<file path="config.mk">
export PLATFORM = sky130hd
export DESIGN_NAME = pnc_score
export DESIGN_NICKNAME = d
export VERILOG_FILES = /design/src/sv/pnc_pkg.sv /design/src/sv/pnc_score.sv
export SDC_FILE = /design/constraint.sdc
export NUM_CORES = 1
export LEC_CHECK = 0
export CORE_MARGIN = 1
export CORE_UTILIZATION = 45
export DETAILED_ROUTE_END_ITERATION = 7
export DONT_BUFFER_PORTS = 1
export GPL_TIMING_DRIVEN = 0
export SLEW_MARGIN = 20
export SYNTH_ARGS = -nofsm -noshare
export SYNTH_HDL_FRONTEND = slang
export SYNTH_SLANG_ARGS = --single-unit
</file>
<file path="constraint.sdc">
create_clock -name i_clk -period 6.4 [get_ports i_clk]
set_input_delay 0 -clock i_clk [delete_from_list [all_inputs] [get_ports i_clk]]
set_output_delay 0 -clock i_clk [all_outputs]
set_load 0.01 [all_outputs]
</file>
<file path="src/sv/pnc_pkg.sv">
package pnc_pkg;

    // Palette depth and the part of it that the 8-bit fields can reach.
    localparam int PAL_ENTRIES = 256;
    localparam int SCAN_LEN    = (PAL_ENTRIES < 256) ? PAL_ENTRIES : 256;
    localparam int ADDR_W      = (SCAN_LEN > 1) ? $clog2(SCAN_LEN) : 1;

    localparam int CHAN_W = 8;
    localparam int IDX_W  = 8;
    localparam int SQ_W   = 2 * CHAN_W;
    localparam int DIST_W = 18;
    localparam int RGB_W  = 3 * CHAN_W;

    localparam logic [CHAN_W-1:0] CHAN_MAX = '1;

    // Request codes
    localparam logic [1:0] REQ_WRITE   = 2'd0;
    localparam logic [1:0] REQ_NEAREST = 2'd1;
    localparam logic [1:0] REQ_PURE    = 2'd2;

    // Primary channel codes
    localparam logic [1:0] CH_RED   = 2'd0;
    localparam logic [1:0] CH_GREEN = 2'd1;
    localparam logic [1:0] CH_BLUE  = 2'd2;

    typedef struct packed {
        logic [1:0]        req_type;
        logic [IDX_W-1:0]  entry_index;
        logic [CHAN_W-1:0] red;
        logic [CHAN_W-1:0] green;
        logic [CHAN_W-1:0] blue;
        logic [1:0]        primary_select;
    } t_pnc_in;

    typedef struct packed {
        logic [IDX_W-1:0]  best_index;
        logic [DIST_W-1:0] best_distance;
        logic              found;
    } t_pnc_out;

    // Tag that travels alongside each palette read
    typedef struct packed {
        logic             vld;
        logic             first;
        logic             last;
        logic [IDX_W-1:0] idx;
    } t_pnc_scan_ctl;

    typedef enum logic [1:0] {
        ST_IDLE,
        ST_SCAN,
        ST_DRAIN,
        ST_DONE
    } t_pnc_state;

endpackage

</file>
<file path="src/sv/pnc_score.sv">
module pnc_score (
    input  logic                      i_clk,
    input  logic                      i_rst_n,
    input  pnc_pkg::t_pnc_in          i_query,
    input  pnc_pkg::t_pnc_scan_ctl    i_ctl,
    input  logic [pnc_pkg::RGB_W-1:0] i_entry,
    output logic                      o_done,
    output pnc_pkg::t_pnc_out         o_result
);

    localparam int CW = pnc_pkg::CHAN_W;

    logic [CW-1:0] e_red, e_green, e_blue;
    logic [CW-1:0] d_red, d_green, d_blue;
    logic [CW-1:0] p_a, p_o1, p_o2, p_m;
    logic          p_qual;
    logic          nearest;

    // Stage 1 registers
    pnc_pkg::t_pnc_scan_ctl        r_s1_ctl;
    logic [pnc_pkg::SQ_W-1:0]      r_s1_sq_r, r_s1_sq_g, r_s1_sq_b;
    logic                          r_s1_qual;
    logic [CW-1:0]                 r_s1_score;

    // Running best
    logic                          r_have;
    logic [pnc_pkg::IDX_W-1:0]     r_best_idx;
    logic [pnc_pkg::DIST_W-1:0]    r_best_dist;
    logic                          r_done;

    logic [pnc_pkg::DIST_W-1:0]    cand;
    logic                          cand_ok;
    logic                          take;

    assign e_red   = i_entry[3*CW-1:2*CW];
    assign e_green = i_entry[2*CW-1:CW];
    assign e_blue  = i_entry[CW-1:0];
    assign nearest = (i_query.req_type == pnc_pkg::REQ_NEAREST);

    assign d_red   = (i_query.red > e_red) ? i_query.red - e_red : e_red - i_query.red;
    assign d_green = (i_query.green > e_green) ? i_query.green - e_green
                                               : e_green - i_query.green;
    assign d_blue  = (i_query.blue > e_blue) ? i_query.blue - e_blue : e_blue - i_query.blue;

    // Primary channel against the larger of the other two
    always_comb begin
        p_a  = e_red;
        p_o1 = e_green;
        p_o2 = e_blue;
        case (i_query.primary_select)
            pnc_pkg::CH_RED: begin
                p_a  = e_red;
                p_o1 = e_green;
                p_o2 = e_blue;
            end
            pnc_pkg::CH_GREEN: begin
                p_a  = e_green;
                p_o1 = e_blue;
                p_o2 = e_red;
            end
            pnc_pkg::CH_BLUE: begin
                p_a  = e_blue;
                p_o1 = e_red;
                p_o2 = e_green;
            end
            default: begin
                // No channel selected: nothing can qualify
                p_a  = '0;
                p_o1 = '1;
                p_o2 = '1;
            end
        endcase
        p_m    = (p_o1 > p_o2) ? p_o1 : p_o2;
        p_qual = (p_a > p_m);
    end

    always_ff @(posedge i_clk) begin
        if (!i_rst_n) begin
            r_s1_ctl.vld <= 1'b0;
        end else begin
            r_s1_ctl <= i_ctl;
        end
    end

    always_ff @(posedge i_clk) begin
        r_s1_sq_r      <= pnc_pkg::SQ_W'(d_red) * pnc_pkg::SQ_W'(d_red);
        r_s1_sq_g      <= pnc_pkg::SQ_W'(d_green) * pnc_pkg::SQ_W'(d_green);
        r_s1_sq_b      <= pnc_pkg::SQ_W'(d_blue) * pnc_pkg::SQ_W'(d_blue);
        r_s1_qual      <= p_qual;
        r_s1_score     <= pnc_pkg::CHAN_MAX - (p_a - p_m);
    end

    // Stage 2: sum the squares (nearest) or take the pure score, and compare against the running best
    always_comb begin
        if (nearest) begin
            cand    = pnc_pkg::DIST_W'(r_s1_sq_r) + pnc_pkg::DIST_W'(r_s1_sq_g)
                    + pnc_pkg::DIST_W'(r_s1_sq_b);
            cand_ok = 1'b1;
        end else begin
            cand    = pnc_pkg::DIST_W'(r_s1_score);
            cand_ok = r_s1_qual;
        end
        take = cand_ok && (r_s1_ctl.first || !r_have || (cand < r_best_dist));
    end

    always_ff @(posedge i_clk) begin
        if (!i_rst_n) begin
            r_have <= 1'b0;
            r_done <= 1'b0;
        end else begin
            r_done <= r_s1_ctl.vld && r_s1_ctl.last;
            if (r_s1_ctl.vld) begin
                if (take) begin
                    r_have <= 1'b1;
                end else if (r_s1_ctl.first) begin
                    r_have <= 1'b0;
                end
            end
        end
    end

    always_ff @(posedge i_clk) begin
        if (r_s1_ctl.vld) begin
            if (take) begin
                r_best_idx  <= r_s1_ctl.idx;
                r_best_dist <= cand;
            end else if (r_s1_ctl.first) begin
                r_best_idx  <= '0;
                r_best_dist <= '0;
            end
        end
    end

    assign o_done                 = r_done;
    assign o_result.best_index    = r_best_idx;
    assign o_result.best_distance = r_best_dist;
    assign o_result.found         = r_have;

endmodule

</file>
# Word level (Yosys, flattened, before mapping)
# Index checks and enable logic that the tools add are counted.
classes:
  n_addsub: 10
  multipliers: 3
  div_mod_pow: 0
  magnitude_cmp: 6
  n_eq_ne: 3
  n_shift: 0
  muxes: 15
  bitwise: 0
  n_reduce_logical: 8
ops:
  columns: ["cell", "n"]
  rows:
  - ["$pmux W8 S3", 3]
  - ["$sub A8 B8 Y8", 7]
  - ["$mux W18", 3]
  - ["$mul A8 B8 Y16", 3]
  - ["$mux W8", 6]
  - ["$gt A8 B8 Y1", 5]
  - ["$add A17 B16 Y18", 1]
  - ["$lt A18 B18 Y1", 1]
  - ["$add A16 B16 Y17", 1]
  - ["$sub A8 B8 Y8 const A", 1]
  - ["$eq A2 B1 Y1 const B", 2]
  - ["$mux W1", 3]
  - ["$eq A2 B2 Y1 const B", 1]
  - ["$logic_and A1 B1 Y1", 2]
  - ["$logic_not A2 Y1", 1]
  - ["$logic_or A1 B1 Y1", 2]
  - ["$reduce_and A2 Y1", 1]
  - ["$reduce_bool A2 Y1", 1]
  - ["$logic_not A1 Y1", 1]
word_totals:
  register_bits: 96
  latchBits: 0
  ramBits: 0
  romBits: 0
  in_bits: 73
  out_inout_bits: 28
  word_cells: 58
  mem_count: 0

# Depth between registers and ports, before layout
depth:
  ltp_word: 8
  depth_mapped: 29
  depth_no_buf: 28

# Least setup slack after synthesis
# OpenSTA, ideal clock, no wires.
synth_timing:
  path_type: "input -> register"
  startpoint: "input port i_query[2] (netlist bit)"
  endpoint: "register r_s1_sq_b[15] (netlist bit)"
  setup_time_ps: 123
  arrival_ps: 5630
  required_ps: 6277
  setup_slack_ps: 647
  cell_stages: 28
  path_buffers: 1
  path_cell_list: "inv_1 -> ha_1 -> inv_1 -> fa_1 -> a21oi_1 -> inv_1 -> a21o_1 -> a22o_1 -> buf_6 -> mux2i_1 -> xnor2_1 -> or2_2 -> fa_1 -> inv_1 -> fa_1 -> ha_1 -> inv_1 -> fa_1 -> inv_1 -> ha_1 -> a21o_1 -> a21oi_1 -> nor2b_1 -> o21a_1 -> o41ai_1 -> o21bai_1 -> a41oi_1 -> xnor2_1"
synth_via:
  elab_chain_len: 3
  elab_cells_between_ends: 5
  classes_between: "add/sub (2); mul (1); order compare (1); mux (1)"
synth_rtl:
  columns: ["element", "line", "source"]
  rows:
  - ["start, declared", "pnc_score.sv:4", "input pnc_pkg::t_pnc_in i_query,"]
  - ["$sub A8 B8 Y8 or $gt A8 B8 Y1 (tied branches)", "pnc_score.sv:43", "assign d_blue = (i_query.blue > e_blue) ? i_query.blue - e_blue : e_blue - i_query.blue;"]
  - ["$mux W8 (*)", "pnc_score.sv:43", null]
  - ["$mul A8 B8 Y16 (*)", "pnc_score.sv:88", "r_s1_sq_b <= pnc_pkg::SQ_W'(d_blue) * pnc_pkg::SQ_W'(d_blue);"]
  - ["end signal, assigned", "pnc_score.sv:88", null]
  - ["end, declared", "pnc_score.sv:21", "logic [pnc_pkg::SQ_W-1:0] r_s1_sq_r, r_s1_sq_g, r_s1_sq_b;"]
# Every way passes the cells marked *; elsewhere a longest branch is shown, timed or not.
# A chain may end at the register's enable or synchronous reset.

# Worst setup path after layout
layout_timing:
  startpoint: "input port i_query[23] (netlist bit)"
  endpoint: "register r_s1_sq_r[14] (netlist bit)"
layout_via:
  elab_chain_len: 3
  elab_cells_between_ends: 5
  classes_between: "add/sub (2); mul (1); order compare (1); mux (1)"
layout_rtl:
  columns: ["element", "line", "source"]
  rows:
  - ["$sub A8 B8 Y8 or $gt A8 B8 Y1 (tied branches)", "pnc_score.sv:40", "assign d_red = (i_query.red > e_red) ? i_query.red - e_red : e_red - i_query.red;"]
  - ["$mux W8 (*)", "pnc_score.sv:40", null]
  - ["$mul A8 B8 Y16 (*)", "pnc_score.sv:86", "r_s1_sq_r <= pnc_pkg::SQ_W'(d_red) * pnc_pkg::SQ_W'(d_red);"]
  - ["end signal, assigned", "pnc_score.sv:86", null]
  - ["end, declared", "pnc_score.sv:21", null]
# Marks and branches as above.

==> metrics.txt <==
Remaining Overflow, GRT 0; global router's overall resource usage 20.1%; startpoint-to-endpoint class of the critical path input pin to flip-flop; post-synth design cell area 11800 um^2; Synth Flop Type sky130_fd_sc_hd__dfxtp_1; initial cell density of the core 46.5%; Die ar. 27000 um^2; global-route wire length before repair 43500 um; final setup slack of the worst path 440 ps; worst-case register-to-register setup slack 950 ps; clock latency of the later-clocked register in the worst-skew pair 340 ps; layout cell share with drive strength beyond 1 4.78%; number of primary I/O pins 101; number of port buffers 0; cts bufs inserted 9; final period utilization 93.1%; path category of the worst min-delay check input pin to flip-flop; maximum fanout along the worst path 9; proportion of synthesized chip area in sequential cells 18.8%; drt pass-1 iters 7; number of routed nets with antenna violations 0; TritonCTS clock tree done; category of the worst setup path capture point flip-flop; largest stage delay on the critical path 550 ps; Hold Fails Final Rpt 0; cell count after synthesis 1329; status finished, final reports clean; final std cell area, no fill 12700 um^2; top cell type's share of synthesized area 20.1%; setup repair after global routing missed its margin no; largest cells by area after synthesis sky130_fd_sc_hd__ha_1 (20%), sky130_fd_sc_hd__fa_1 (17%), sky130_fd_sc_hd__dfxtp_1 (9.6%); fill cell total of the finished layout 2412; filler-free cell count of the finished design 1689; # diodes 0; cell type with the highest aggregate area in the netlist sky130_fd_sc_hd__ha_1; width of the die 164 um; relative slew slack 32.8%; worst path cell trace inv_1 > ha_1 > buf_2 > a21oi_1 > o21ai_0 > o21ai_4 > mux2i_1 > a31oi_1 > xor2_2 > or2_2 > fa_1 > inv_1 > fa_1 > fa_1 > inv_1 > fa_1 > inv_1 > ha_1 > a211o_1 > nor3_1 > o31ai_1 > a21o_1 > a21oi_1 > xnor2_1; Routed wire per std cell 15.3 um; worst path buffer plus inverter count 5; number of register bits inferred by synthesis 93; category of the worst setup path launch point input pin; depth of the worst register-to-register path 18; dpl cells 1660; Post-synth EDFFs 36; CP delay by family, top adder cells; data required time at the worst endpoint 6610 ps; routed via count divided by cell count 5.17; 1st-iter DRT viols 453; Layout area overhead 7.42%; YS warnings 0; crit path capture r_s1_sq_r[14]$_DFF_P_; Via Count 8727; buffers inserted by post-CTS timing repair 0; number of library cell types mapped by synthesis 64; final design utilization 49.9%; clk slew on worst S/H paths 70 ps; CTS root buf sky130_fd_sc_hd__clkbuf_16; total clock sinks 93; highest clock frequency the design can meet 168 MHz; maximum number of pins on one net before global-route repair 27; worst min-delay path startpoint i_query[34]; number of global-route vias before repair 8895; CTS H-tree lvls 3; Period minus WS final 5960 ps; DIE HEIGHT 164 um; Setup Viol. Count Final 0; weighted congestion reported at the end of routability-driven placement 0.885; Max Buffers Root-to-Sink 2; worst slack at placement -152 ps; post-detailed-routing wire length 25900 um; worst clock skew 6.32 ps; Worst setup startpoint i_query[23]; final slew viol count 0; total number of cells along the worst setup path 24; total core area 25500 um^2; cell area reported after detailed placement 12300 um^2; DRC violations left 0; source of the worst register-to-register timing path r_s1_sq_r[6]$_DFF_P_; CP max-delay cell sky130_fd_sc_hd__fa_1; Async S/R FF share, synth 0%; Layout Nets 1715; number of antenna violations at the first check in global routing 0; HPWL after detailed placement 22000 um; Rows 58; Data arrival, critical path 6170 ps; average cell area after synthesis 8.90 um^2; FF-to-FF End r_best_dist[8]$_SDFFCE_PN0P_; slew of the pin with the lowest slew margin 1000 ps; max cap viols 0
-- synth_stat cells (3+ instances only) --
cell	instances
sky130_fd_sc_hd__inv_1	237
sky130_fd_sc_hd__ha_1	190
sky130_fd_sc_hd__nor2_1	120
sky130_fd_sc_hd__a21oi_1	99
sky130_fd_sc_hd__fa_1	98
sky130_fd_sc_hd__dfxtp_1	57
sky130_fd_sc_hd__xnor2_1	51
sky130_fd_sc_hd__nand2_1	47
sky130_fd_sc_hd__a21o_1	45
sky130_fd_sc_hd__edfxtp_1	36
sky130_fd_sc_hd__mux2i_1	30
sky130_fd_sc_hd__o21ai_0	30
sky130_fd_sc_hd__xor2_1	29
sky130_fd_sc_hd__clkbuf_1	23
sky130_fd_sc_hd__and2_1	22
sky130_fd_sc_hd__nor3_1	17
sky130_fd_sc_hd__o22ai_1	17
sky130_fd_sc_hd__o21a_1	14
sky130_fd_sc_hd__nand2b_1	13
sky130_fd_sc_hd__or2_2	13
sky130_fd_sc_hd__a31oi_1	11
sky130_fd_sc_hd__buf_2	10
sky130_fd_sc_hd__nand4_1	10
sky130_fd_sc_hd__nor2b_1	10
sky130_fd_sc_hd__and3_1	9
sky130_fd_sc_hd__nand3_1	9
sky130_fd_sc_hd__o21bai_1	9
sky130_fd_sc_hd__mux2_2	7
sky130_fd_sc_hd__nand3b_1	6
sky130_fd_sc_hd__a211oi_1	5
sky130_fd_sc_hd__a211o_1	4
sky130_fd_sc_hd__o211ai_1	4
sky130_fd_sc_hd__xor2_2	4
sky130_fd_sc_hd__a21boi_0	3
sky130_fd_sc_hd__o31ai_1	3
-- per-stage QoR --
stage / hold WS, ps / setup TNS [ps]
2_1_floorplan: 98.9 / 0
3_3_place_gp: 99.0 / -192
3_5_place_dp: 98.9 / -158
4_1_cts: 37.7 / 0
5_1_grt: 50.8 / 0
6_report: 48.9 / 0
-- flip-flops by register name, indices dropped and copies added, names as in the netlist --
| register | cells |
|---|---|
| r_best_dist | 18 |
| r_best_idx | 8 |
| o_done | 1 |
| r_s1_sq_b | 15 |
| r_s1_ctl | 11 |
| r_s1_score | 8 |
| r_have | 1 |
| r_s1_sq_g | 15 |
| r_s1_sq_r | 15 |
| r_s1_qual | 1 |
-- worst min-delay path by stage --
stage / endpoint / cells past startpoint / slack (ps)
global route: r_best_dist[0]$_SDFFCE_PN0P_ / 2 / 50
global placement: r_s1_ctl[9]$_DFFE_PP_ / 0 / 100
detailed placement: r_s1_ctl[9]$_DFFE_PP_ / 0 / 100
CTS: r_best_dist[0]$_SDFFCE_PN0P_ / 2 / 40
finish: r_best_dist[0]$_SDFFCE_PN0P_ / 2 / 50
floorplan: r_s1_ctl[0]$_DFFE_PP_ / 0 / 100
-- metal layers --
layer	GRT usage, %	routed length [um]	up-vias
met2	34.1	11800	194
met4	3.70	250	0
met5	0	0	-
met1	27.2	12500	4081
li1	-	-	4432
met3	2.88	1370	20
-- layout make-up --
type,instances,area (um^2),area share (%)
timing repair buffer,13,130,1.02
clock inverter,7,75.1,0.591
clock buffer,9,225,1.77
sequential,93,2220,17.5
tap,330,413,3.25
multi-input combinational,964,8600,67.6
inverter,237,890,7.00
buffer,36,159,1.25
-- what timing repair did --
| action | in CTS | in global routing |
|---|---|---|
| hold buffers | 13 | 0 |
| setup endpoints to repair | 0 | 5 |
| endpoints found under the hold margin | 24 | 0 |
| gates resized for setup | 0 | 4 |
-- cell usage in the layout (no fill, tap or decap), drive strengths merged, types with 3 or more instances in the layout --
| cell type | instances |
|---|---|
| a211o | 4 |
| a211oi | 5 |
| a21boi | 3 |
| a21o | 45 |
| a21oi | 99 |
| a31oi | 11 |
| and2 | 22 |
| and3 | 10 |
| buf | 13 |
| clkbuf | 32 |
| clkinv | 3 |
| conb | 3 |
| dfxtp | 57 |
| dlygate4sd3 | 13 |
| edfxtp | 36 |
| fa | 98 |
| ha | 190 |
| inv | 240 |
| mux2 | 7 |
| mux2i | 31 |
| nand2 | 47 |
| nand2b | 13 |
| nand3 | 9 |
| nand3b | 6 |
| nand4 | 10 |
| nor2 | 122 |
| nor2b | 10 |
| nor3 | 17 |
| nor3b | 3 |
| o211ai | 4 |
| o21a | 14 |
| o21ai | 33 |
| o21bai | 9 |
| o22ai | 17 |
| o31ai | 3 |
| or2 | 15 |
| xnor2 | 51 |
| xor2 | 34 |
-- worst reg2reg max path, delay by kind of cell, from the launching register on --
kind | cells | cell delay [ps]
compound gates | 11 | 2620
fa+ha+maj | 3 | 1130
buf+inv | 1 | 400
flops | 1 | 330
simple gates | 3 | 600
-- kinds of logic (layout without fill, tap and decap cells) --
group	count (synthesis)	count (layout)	synth area share (%)
buffers and inverters	273	302	8.86
AO/OA/AOI/OAI	263	263	13.9
AND/OR/NAND/NOR	287	287	11.6
other	2	3	0.0635
adder cells (fa/ha/maj)	288	288	36.7
flip-flops	93	93	18.8
multiplexers	38	38	3.39
XOR/XNOR	85	85	6.70
Power is left out: the tool's default activity adds up to more than one toggle a clock period on the data nets, which glitch-free logic cannot reach.
